File: config.mk
export PLATFORM = sky130hd
export DESIGN_NAME = rgb_to_hsv_8bit_top
export DESIGN_NICKNAME = d
export VERILOG_FILES = /design/src/rtl/core/rhsv_pkg.sv /design/src/rtl/core/rhsv_div.sv /design/src/rtl/core/rgb_to_hsv_8bit_top.sv
export SDC_FILE = /design/constraint.sdc
export NUM_CORES = 1
export LEC_CHECK = 0
export ABC_AREA = 1
export BUFFER_PORTS_ARGS = -buffer_cell sky130_fd_sc_hd__buf_2
export CORE_MARGIN = 4
export CORE_UTILIZATION = 50
export CTS_BUF_LIST = sky130_fd_sc_hd__clkbuf_16
export DETAILED_ROUTE_END_ITERATION = 6
export PLACE_DENSITY_LB_ADDON = 0.05
export SYNTH_ARGS = -nofsm -noshare
export SYNTH_HDL_FRONTEND = slang
export SYNTH_HIERARCHICAL = 1
export SYNTH_SLANG_ARGS = --single-unit
File: constraint.sdc
create_clock -name clk -period 4.92 [get_ports clk]
set_input_delay 0.246 -clock clk [delete_from_list [all_inputs] [get_ports clk]]
set_output_delay 0.246 -clock clk [all_outputs]
set_load 0.03 [all_outputs]
File: src/rtl/core/rhsv_pkg.sv
// Package for the RGB to HSV converter: constants, lane types, hue offset lookup.
// No dependencies.
`default_nettype none

package rhsv_pkg;

    localparam int unsigned DIV_STEPS = 8;

    localparam logic [7:0] FULL_SCALE     = 8'd255;
    localparam logic [7:0] HUE_STEP       = 8'd43;
    localparam logic [7:0] HUE_BASE_RED   = 8'd0;
    localparam logic [7:0] HUE_BASE_GREEN = 8'd85;
    localparam logic [7:0] HUE_BASE_BLUE  = 8'd171;

    typedef enum logic [1:0] {
        CH_RED   = 2'b00,
        CH_GREEN = 2'b01,
        CH_BLUE  = 2'b10
    } chan_t;

    // Per-pixel information carried alongside the divider lanes.
    typedef struct packed {
        logic [7:0] mx;
        logic       neg;
        chan_t      sel;
        logic       flat;
    } side_t;

    // One pixel in flight through the divider: two restoring divisions side by side.
    typedef struct packed {
        logic [15:0] sat_num;
        logic [15:0] hue_num;
        logic [7:0]  sat_rem;
        logic [7:0]  hue_rem;
        logic [7:0]  sat_q;
        logic [7:0]  hue_q;
        logic [7:0]  span;
        side_t       side;
    } div_lane_t;

    function automatic logic [7:0] hue_base(input chan_t sel);
        logic [7:0] base;
        unique case (sel)
            CH_RED:   base = HUE_BASE_RED;
            CH_GREEN: base = HUE_BASE_GREEN;
            CH_BLUE:  base = HUE_BASE_BLUE;
            default:  base = HUE_BASE_RED;
        endcase
        return base;
    endfunction

endpackage

`default_nettype wire

File: src/rtl/core/rhsv_div.sv
// Pipelined restoring divider: one quotient bit per stage for saturation and hue.
// Depends on rhsv_pkg.
`default_nettype none

module rhsv_div (
    input  logic                clk,
    input  logic                rst_n,
    input  logic                in_valid,
    output logic                in_ready,
    input  rhsv_pkg::div_lane_t in_lane,
    output logic                out_valid,
    input  logic                out_ready,
    output rhsv_pkg::div_lane_t out_lane
);
    import rhsv_pkg::*;

    // Shift in one numerator bit, subtract the divisor if it fits.
    function automatic div_lane_t div_step(input div_lane_t l, input logic [2:0] pos);
        div_lane_t  o;
        logic [8:0] sat_t;
        logic [8:0] hue_t;
        o     = l;
        sat_t = {l.sat_rem, l.sat_num[pos]};
        hue_t = {l.hue_rem, l.hue_num[pos]};
        if (sat_t >= {1'b0, l.side.mx})
        begin
            o.sat_rem      = 8'(sat_t - {1'b0, l.side.mx});
            o.sat_q[pos]   = 1'b1;
        end
        else
        begin
            o.sat_rem = sat_t[7:0];
        end
        if (hue_t >= {1'b0, l.span})
        begin
            o.hue_rem      = 8'(hue_t - {1'b0, l.span});
            o.hue_q[pos]   = 1'b1;
        end
        else
        begin
            o.hue_rem = hue_t[7:0];
        end
        return o;
    endfunction

    logic      valid_reg [DIV_STEPS];
    div_lane_t lane_reg  [DIV_STEPS];
    logic      adv       [DIV_STEPS];

    for (genvar k = 0; k < DIV_STEPS; k++)
    begin : g_step
        localparam logic [2:0] POS = 3'(DIV_STEPS - 1 - k);
        div_lane_t src;
        logic      src_valid;
        div_lane_t lane_next;

        if (k == 0)
        begin : g_first
            assign src       = in_lane;
            assign src_valid = in_valid;
        end
        else
        begin : g_mid
            assign src       = lane_reg[k-1];
            assign src_valid = valid_reg[k-1];
        end

        // Advance when this stage is empty or the next one moves.
        if (k == DIV_STEPS - 1)
        begin : g_last_adv
            assign adv[k] = ~valid_reg[k] | out_ready;
        end
        else
        begin : g_mid_adv
            assign adv[k] = ~valid_reg[k] | adv[k+1];
        end

        assign lane_next = div_step(src, POS);

        always_ff @(posedge clk or negedge rst_n)
        begin
            if (!rst_n)
                valid_reg[k] <= 1'b0;
            else if (adv[k])
                valid_reg[k] <= src_valid;
        end

        always_ff @(posedge clk)
        begin
            if (adv[k] && src_valid)
                lane_reg[k] <= lane_next;
        end
    end

    assign in_ready  = adv[0];
    assign out_valid = valid_reg[DIV_STEPS-1];
    assign out_lane  = lane_reg[DIV_STEPS-1];

endmodule

`default_nettype wire

File: src/rtl/core/rgb_to_hsv_8bit_top.sv
// Top level of the 8-bit RGB to HSV pixel converter.
// Depends on rhsv_pkg and rhsv_div.
//
//  channel | direction | handshake          | payload
//  --------+-----------+--------------------+-------------------------------
//  in      | sink      | in_valid/in_stall  | red, green, blue
//  out     | source    | out_valid/out_stall| hue, saturation, brightness
//
// One pixel per clock sustained while out_stall stays low; each transaction passes
// in order through the range stage, numerator stage, eight divider stages (one quotient
// bit each, both divisions in parallel), and the output stage.
// Reset clears only the valid bits; payload registers are not reset.
// A stall on the output backs up stage by stage; empty stages keep filling, so
// bubbles are squeezed out and in_stall rises only when every stage holds a pixel.
`default_nettype none

module rgb_to_hsv_8bit_top (
    input  logic       clk,
    input  logic       rst_n,
    input  logic       in_valid,
    output logic       in_stall,
    input  logic [7:0] red,
    input  logic [7:0] green,
    input  logic [7:0] blue,
    output logic       out_valid,
    input  logic       out_stall,
    output logic [7:0] hue,
    output logic [7:0] saturation,
    output logic [7:0] brightness
);
    import rhsv_pkg::*;

    // ---------------------------------------------------------------
    // Stage A: max, min, dominant channel and signed hue difference
    // ---------------------------------------------------------------
    logic       a_valid_reg;
    side_t      a_side_reg;
    logic [7:0] a_span_reg;
    logic [7:0] a_mag_reg;

    side_t      a_side_next;
    logic [7:0] a_span_next;
    logic [7:0] a_mag_next;
    logic [7:0] mn;
    logic [7:0] hi;
    logic [7:0] lo;

    logic       en_a;
    logic       en_b;
    logic       en_o;

    always_comb
    begin
        a_side_next = '0;
        // Ties go to red first, then green.
        priority if (red >= green && red >= blue)
        begin
            a_side_next.sel = CH_RED;
            a_side_next.mx  = red;
            hi              = green;
            lo              = blue;
        end
        else if (green >= blue)
        begin
            a_side_next.sel = CH_GREEN;
            a_side_next.mx  = green;
            hi              = blue;
            lo              = red;
        end
        else
        begin
            a_side_next.sel = CH_BLUE;
            a_side_next.mx  = blue;
            hi              = red;
            lo              = green;
        end
        mn = (red < green) ? red : green;
        if (blue < mn)
            mn = blue;
        a_side_next.neg = (hi < lo);
        a_mag_next      = a_side_next.neg ? 8'(lo - hi) : 8'(hi - lo);
        a_span_next     = 8'(a_side_next.mx - mn);
    end

    always_ff @(posedge clk or negedge rst_n)
    begin
        if (!rst_n)
            a_valid_reg <= 1'b0;
        else if (en_a)
            a_valid_reg <= in_valid;
    end

    always_ff @(posedge clk)
    begin
        if (en_a && in_valid)
        begin
            a_side_reg <= a_side_next;
            a_span_reg <= a_span_next;
            a_mag_reg  <= a_mag_next;
        end
    end

    // ---------------------------------------------------------------
    // Stage B: constant multiplies into the two numerators
    // ---------------------------------------------------------------
    logic      b_valid_reg;
    div_lane_t b_lane_reg;
    div_lane_t b_lane_next;

    always_comb
    begin
        b_lane_next           = '0;
        b_lane_next.sat_num   = 16'(a_span_reg) * 16'(FULL_SCALE);
        b_lane_next.hue_num   = 16'(a_mag_reg) * 16'(HUE_STEP);
        // Both quotients fit in 8 bits, so the upper byte starts below the divisor.
        b_lane_next.sat_rem   = b_lane_next.sat_num[15:8];
        b_lane_next.hue_rem   = b_lane_next.hue_num[15:8];
        b_lane_next.span      = a_span_reg;
        b_lane_next.side      = a_side_reg;
        // Gray or black pixel: hue and saturation forced to zero at the end.
        b_lane_next.side.flat = (a_span_reg == 8'd0);
    end

    always_ff @(posedge clk or negedge rst_n)
    begin
        if (!rst_n)
            b_valid_reg <= 1'b0;
        else if (en_b)
            b_valid_reg <= a_valid_reg;
    end

    always_ff @(posedge clk)
    begin
        if (en_b && a_valid_reg)
            b_lane_reg <= b_lane_next;
    end

    // ---------------------------------------------------------------
    // Divider pipeline
    // ---------------------------------------------------------------
    logic      div_in_ready;
    logic      div_out_valid;
    div_lane_t div_out_lane;

    rhsv_div u_div (
        .clk       (clk),
        .rst_n     (rst_n),
        .in_valid  (b_valid_reg),
        .in_ready  (div_in_ready),
        .in_lane   (b_lane_reg),
        .out_valid (div_out_valid),
        .out_ready (en_o),
        .out_lane  (div_out_lane)
    );

    // ---------------------------------------------------------------
    // Output stage: apply sign and hue offset, wrap modulo 256
    // ---------------------------------------------------------------
    logic       out_valid_reg;
    logic [7:0] hue_reg;
    logic [7:0] saturation_reg;
    logic [7:0] brightness_reg;
    logic [7:0] hue_next;
    logic [7:0] saturation_next;
    logic [7:0] hue_term;

    always_comb
    begin
        hue_term = div_out_lane.side.neg ? 8'(8'd0 - div_out_lane.hue_q)
                                         : div_out_lane.hue_q;
        if (div_out_lane.side.flat)
        begin
            hue_next        = 8'd0;
            saturation_next = 8'd0;
        end
        else
        begin
            hue_next        = 8'(hue_base(div_out_lane.side.sel) + hue_term);
            saturation_next = div_out_lane.sat_q;
        end
    end

    always_ff @(posedge clk or negedge rst_n)
    begin
        if (!rst_n)
            out_valid_reg <= 1'b0;
        else if (en_o)
            out_valid_reg <= div_out_valid;
    end

    always_ff @(posedge clk)
    begin
        if (en_o && div_out_valid)
        begin
            hue_reg        <= hue_next;
            saturation_reg <= saturation_next;
            brightness_reg <= div_out_lane.side.mx;
        end
    end

    // Advance a stage when it is empty or its successor advances.
    assign en_o = ~out_valid_reg | ~out_stall;
    assign en_b = ~b_valid_reg | div_in_ready;
    assign en_a = ~a_valid_reg | en_b;

    assign in_stall   = ~en_a;
    assign out_valid  = out_valid_reg;
    assign hue        = hue_reg;
    assign saturation = saturation_reg;
    assign brightness = brightness_reg;

endmodule

`default_nettype wire

==> results.toml, run 1 <==
[clock_tree]
postCtsResizedCells = 0
numClockSinks = 559
clockRootBuffer = "clkbuf_16"
cts_buffer_depth = 3
cts_buffers = 59
htreeDepth = 2
tritoncts = "built"
clock_latency_ps = 610
post_cts_buffers = 0
postCtsHoldBufs = 3
path_clk_slew_ps = 60

[global_route]
antenna_found_initial = 1
grt_pass1_vias = 19700
grt_max_degree = 57
grt_pass1_wl_um = 95100
grt_usage_pct = 17.3
grt_overflow_total = 0

[critical_path]
r2r-start = "a_span_reg[2]$_DFFE_PP_"
r2r_end = "b_lane_reg[81]$_DFFE_PP_"
endpoint_kind = "flip-flop"
arrival_ps = 4810
path_max_fanout = 7
ff2ff_setup_slack_ps = 470
r2r.worst_path.cells = 17
worstPathRequired_ps = 5280
critPathLaunchType = "flip-flop"
worstSetupPathType = "reg -> reg"

[sta]
hold_viol = 0
fin_crit_ps = 4450
worst_pin_slew_ps = 1130
maxSlewHeadroom_pct = 24.7
clock_skew_ps = 9.81
fin_setup_tns_ps = 0
max_freq_mhz = 225
rsz0062_at_grt = "no"
slew_violations = 0
final.period_utilization_pct = 90.5
setup_slack_ps = 467
setup_viol = 0

[die]
die_y_um = 258
ioPinCount = 54
rows = 91
coreArea_mm2 = 0.0617
die_w_um = 258
start_util_pct = 50.6
dieArea_mm2 = 0.0665

[placement]
gp_congestion = 0.887
dpl_cell_area_mm2 = 0.0327
port_buffers = 53
dp_slack_ps = 450
post-dp-hpwl_um = 44800

[logic_synthesis]
syn_area_per_cell_um2 = 10.6
syn_inst = 2957
yosysWarnings = 6
netlist_area_mm2 = 0.0312

[routing]
drt-met1-wl_um = 24700
routed_wl_um = 56800
detail_route.wl_per_cell_um = 14.3
routed-wl-met3_um = 1990
dr.max_layer_used = "met4"
first_iter_violations = 854
drc_errors = 0
firstDrtPassIters = 5
vias = 19500
antenna_left = 0
met2_length_um = 28500
avgViaCountPerCell = 4.90

[worst_hold_path]
hp-class = "in -> async"

[status]
status = "finished, final reports clean"

[cells_and_area]
design_area_mm2 = 0.0346
nFillCells = 5412
largest_reg_flops = 448
layout.nets = 3449
drive_gt1_share_pct = 10.5
syn_to_final_growth_pct = 10.9

[job]
max_cap_viol_count = 0
-- worst max-delay path by stage --
stage	start	end	slack, ps	cells after the start
floorplan	out_valid$_DFFE_PN0N_	u_div/lane_reg[0][0]$_DFFE_PP_	650	7
global route	a_span_reg[2]$_DFFE_PP_	b_lane_reg[81]$_DFFE_PP_	90	17
detailed placement	a_span_reg[3]$_DFFE_PP_	b_lane_reg[82]$_DFFE_PP_	450	15
CTS	a_span_reg[3]$_DFFE_PP_	b_lane_reg[82]$_DFFE_PP_	430	15
global placement	a_span_reg[3]$_DFFE_PP_	b_lane_reg[82]$_DFFE_PP_	450	15
finish	a_span_reg[2]$_DFFE_PP_	b_lane_reg[81]$_DFFE_PP_	470	17
-- cell type report --
class	instances	area, um2	area share (%)
flip-flops and latches	559	16700	48.3
multi-input cells	1846	12400	35.9
inverters	560	2100	6.07
clock buffers	59	1480	4.27
well taps	837	1050	3.03
repair buffers	72	415	1.20
clock inverters	52	412	1.19
diodes	1	2.50	0.00723
-- critical path, stage by stage, from the launching register on --
cell and delay [ps]:
edfxtp_1 540, fa_1 510, fa_1 520, inv_1 50
fa_1 460, fa_1 550, inv_1 40, ha_1 360
nand2_1 70, o21ai_1 260, nand2_1 90, nand2_1 70
a21oi_1 90, o21ai_1 220, a21oi_1 100, nor2_1 90
nor2_1 50, xor2_1 140
-- layer usage --
metal | up-vias | track usage (%)
met5 | - | 0
met4 | 0 | 5.24
met3 | 99 | 2.86
met2 | 273 | 31.2
met1 | 9071 | 21.3
li1 | 10100 | -
-- metrics by stage --
| step | hold WS [ps] | std cells | utilization, % |
|---|---|---|---|
| after global routing | 72.8 | 3986 | 56.1 |
| after global placement | 150 | 3871 | 53.0 |
| after detailed placement | 151 | 3871 | 53.0 |
| after floorplan | -49.6 | 2977 | - |
| final | 75.3 | 3986 | 56.1 |
| after CTS | 30.5 | 3985 | 56.1 |
-- layout by cell type (no fill, tap or decap), types with 56 or more instances in the layout --
cell,count
inv_1,542
nand2_1,703
clkbuf_16,59
nand2_2,56
fa_1,57
ha_1,266
nor2_1,96
a21oi_1,103
edfxtp_1,548
nand3_1,199
Power of run 1 is not shown: default switching activity piles up to over one toggle a cycle in this logic, so the estimate is an artifact.
==> inputs of run 2 (changes only) <==
--- a/config.mk
+++ b/config.mk
@@ -8,7 +8,7 @@
 export ABC_AREA = 1
 export BUFFER_PORTS_ARGS = -buffer_cell sky130_fd_sc_hd__buf_2
 export CORE_MARGIN = 4
-export CORE_UTILIZATION = 50
+export CORE_UTILIZATION = 30
 export CTS_BUF_LIST = sky130_fd_sc_hd__clkbuf_16
 export DETAILED_ROUTE_END_ITERATION = 6
 export PLACE_DENSITY_LB_ADDON = 0.05
==> constraint.sdc (replaced) <==
create_clock -name clk -period 4.92 [get_ports clk]
set_input_delay 0.984 -clock clk [delete_from_list [all_inputs] [get_ports clk]]
set_output_delay 0.984 -clock clk [all_outputs]
set_load 0.03 [all_outputs]
==> run 2 against run 1 <==
Against the previous run:
- hold slack improved by 180 ps
- non-clock buffer count up 64
- first-iteration DRC count fell by 9.0%
- utilization fell by 21 points
- worst setup slack worse by 120 ps
- global-route usage decreased by 4.7 points
- wire length up 17%
- via count grew 0.75%
- sequential cell count unchanged
- die area rose by 64%
- highest routed layer is now met5
==> results.toml, run 2 (same netlist as run 1, synthesis figures left out) <==
[die]
die_w_um = 331
die_y_um = 331
coreArea_mm2 = 0.103
start_util_pct = 30.2
ioPinCount = 54
dieArea_mm2 = 0.109
rows = 118

[cells_and_area]
final_cell_mix = "nand2_1, edfxtp_1, inv_1, ha_1, nand3_1"
drive_gt1_share_pct = 12.9
antenna_cells = 0
design_area_mm2 = 0.0361
layout.nets = 3521
layout_commonest_cell = "nand2_1"
largest_reg_flops = 448
syn_to_final_growth_pct = 15.6

[placement]
post-dp-hpwl_um = 52400
port_buffers = 53
gp_congestion = 0.832
dpl_cell_area_mm2 = 0.0338
dp_slack_ps = 41.2

[global_route]
grt_overflow_total = 0
grt_pass1_vias = 20500
antenna_found_initial = 2
grt_max_degree = 67
grt_usage_pct = 12.6
grt_pass1_wl_um = 110000

[sta]
setup_slack_ps = 348
worst_pin_slew_ps = 1130
hold_viol = 0
fin_setup_tns_ps = 0
rsz0062_at_grt = "no"
fin_crit_ps = 4570
max_freq_mhz = 219
setup_viol = 0
clock_skew_ps = 20.2
final.period_utilization_pct = 92.9
maxSlewHeadroom_pct = 24.4
slew_violations = 0

[routing]
antenna_left = 0
drc_errors = 0
routed_wl_um = 66500
avgViaCountPerCell = 4.28
first_iter_violations = 777
firstDrtPassIters = 5
detail_route.wl_per_cell_um = 14.4
vias = 19700

[critical_path]
arrival_ps = 4930
cp_top_family = "adder cells"
critPathLaunchType = "flip-flop"
endpoint_kind = "flip-flop"
worstSetupPathType = "reg -> reg"
crit_chain = "fa_1 > inv_1 > fa_1 > inv_1 > fa_1 > fa_1 > ha_1 > a21oi_1 > o21ai_0 > a21oi_1 > o21ai_0 > a21oi_1 > nor2_1 > nor2_1 > xnor2_1"
crit_start = "a_span_reg[5]$_DFFE_PP_"
ff2ff_setup_slack_ps = 350
crit_path_max_incr_delay_ps = 600
slowest_stage = "fa_1"
r2r_end = "b_lane_reg[82]$_DFFE_PP_"
worstPathRequired_ps = 5270
r2r.worst_path.cells = 15
crit_top_cell = "fa_1"
r2r-start = "a_span_reg[5]$_DFFE_PP_"
path_max_fanout = 6
worst-path-buf-inv = 2

[clock_tree]
path_clk_slew_ps = 60
tritoncts = "built"
cts_buffer_depth = 3
clockRootBuffer = "clkbuf_16"
cts_buffers = 67
htreeDepth = 3
postCtsResizedCells = 0
numClockSinks = 559
clock_latency_ps = 610

[worst_hold_path]
hp-class = "in -> async"

[status]
status = "finished, final reports clean"

[job]
max_cap_viol_count = 0
## run 2: metal layers
| layer | track usage, % | part of all wire, % | vias to the layer above |
|---|---|---|---|
| met5 | 0 | 0.020 | - |
| met4 | 4.11 | 2.6 | 2 |
| met2 | 21.9 | 48 | 209 |
| met1 | 16.0 | 46 | 9138 |
| li1 | - | - | 10200 |
| met3 | 1.97 | 3.2 | 91 |
## run 2: worst max path at each step
stage / to / slack (ps) / cells after the start
4_1_cts: b_lane_reg[82]$_DFFE_PP_ / 240 / 15
3_3_place_gp: a_span_reg[7]$_DFFE_PP_ / 90 / 28
5_1_grt: b_lane_reg[82]$_DFFE_PP_ / 30 / 15
6_report: b_lane_reg[82]$_DFFE_PP_ / 350 / 15
3_5_place_dp: a_span_reg[5]$_DFFE_PP_ / 40 / 26
2_1_floorplan: a_span_reg[7]$_DFFE_PP_ / 160 / 26
## run 2: layout make-up
cell class | instances | area [um2]
Clock buffer | 68 | 1700
Clock inverter | 52 | 469
Fill cell | 10400 | 67300
Inverter | 560 | 2100
Multi-Input combinational cell | 1846 | 12400
Sequential cell | 559 | 16700
Tap cell | 1380 | 1730
Timing Repair Buffer | 136 | 926
## run 2: repair_timing
action | 4_1_cts | 5_1_grt
buffers inserted | 0 | 10
hold buffers | 0 | 0
setup endpoints to repair | 0 | 1
## run 2: per-stage QoR
step	utilization (%)	hold WS, ps	std cells
2_1_floorplan	-	400	2977
3_3_place_gp	32.7	401	4471
3_5_place_dp	32.7	405	4471
4_1_cts	34.8	225	4591
5_1_grt	34.9	252	4601
6_report	34.9	260	4601
Power of run 2 is left out for the same reason.
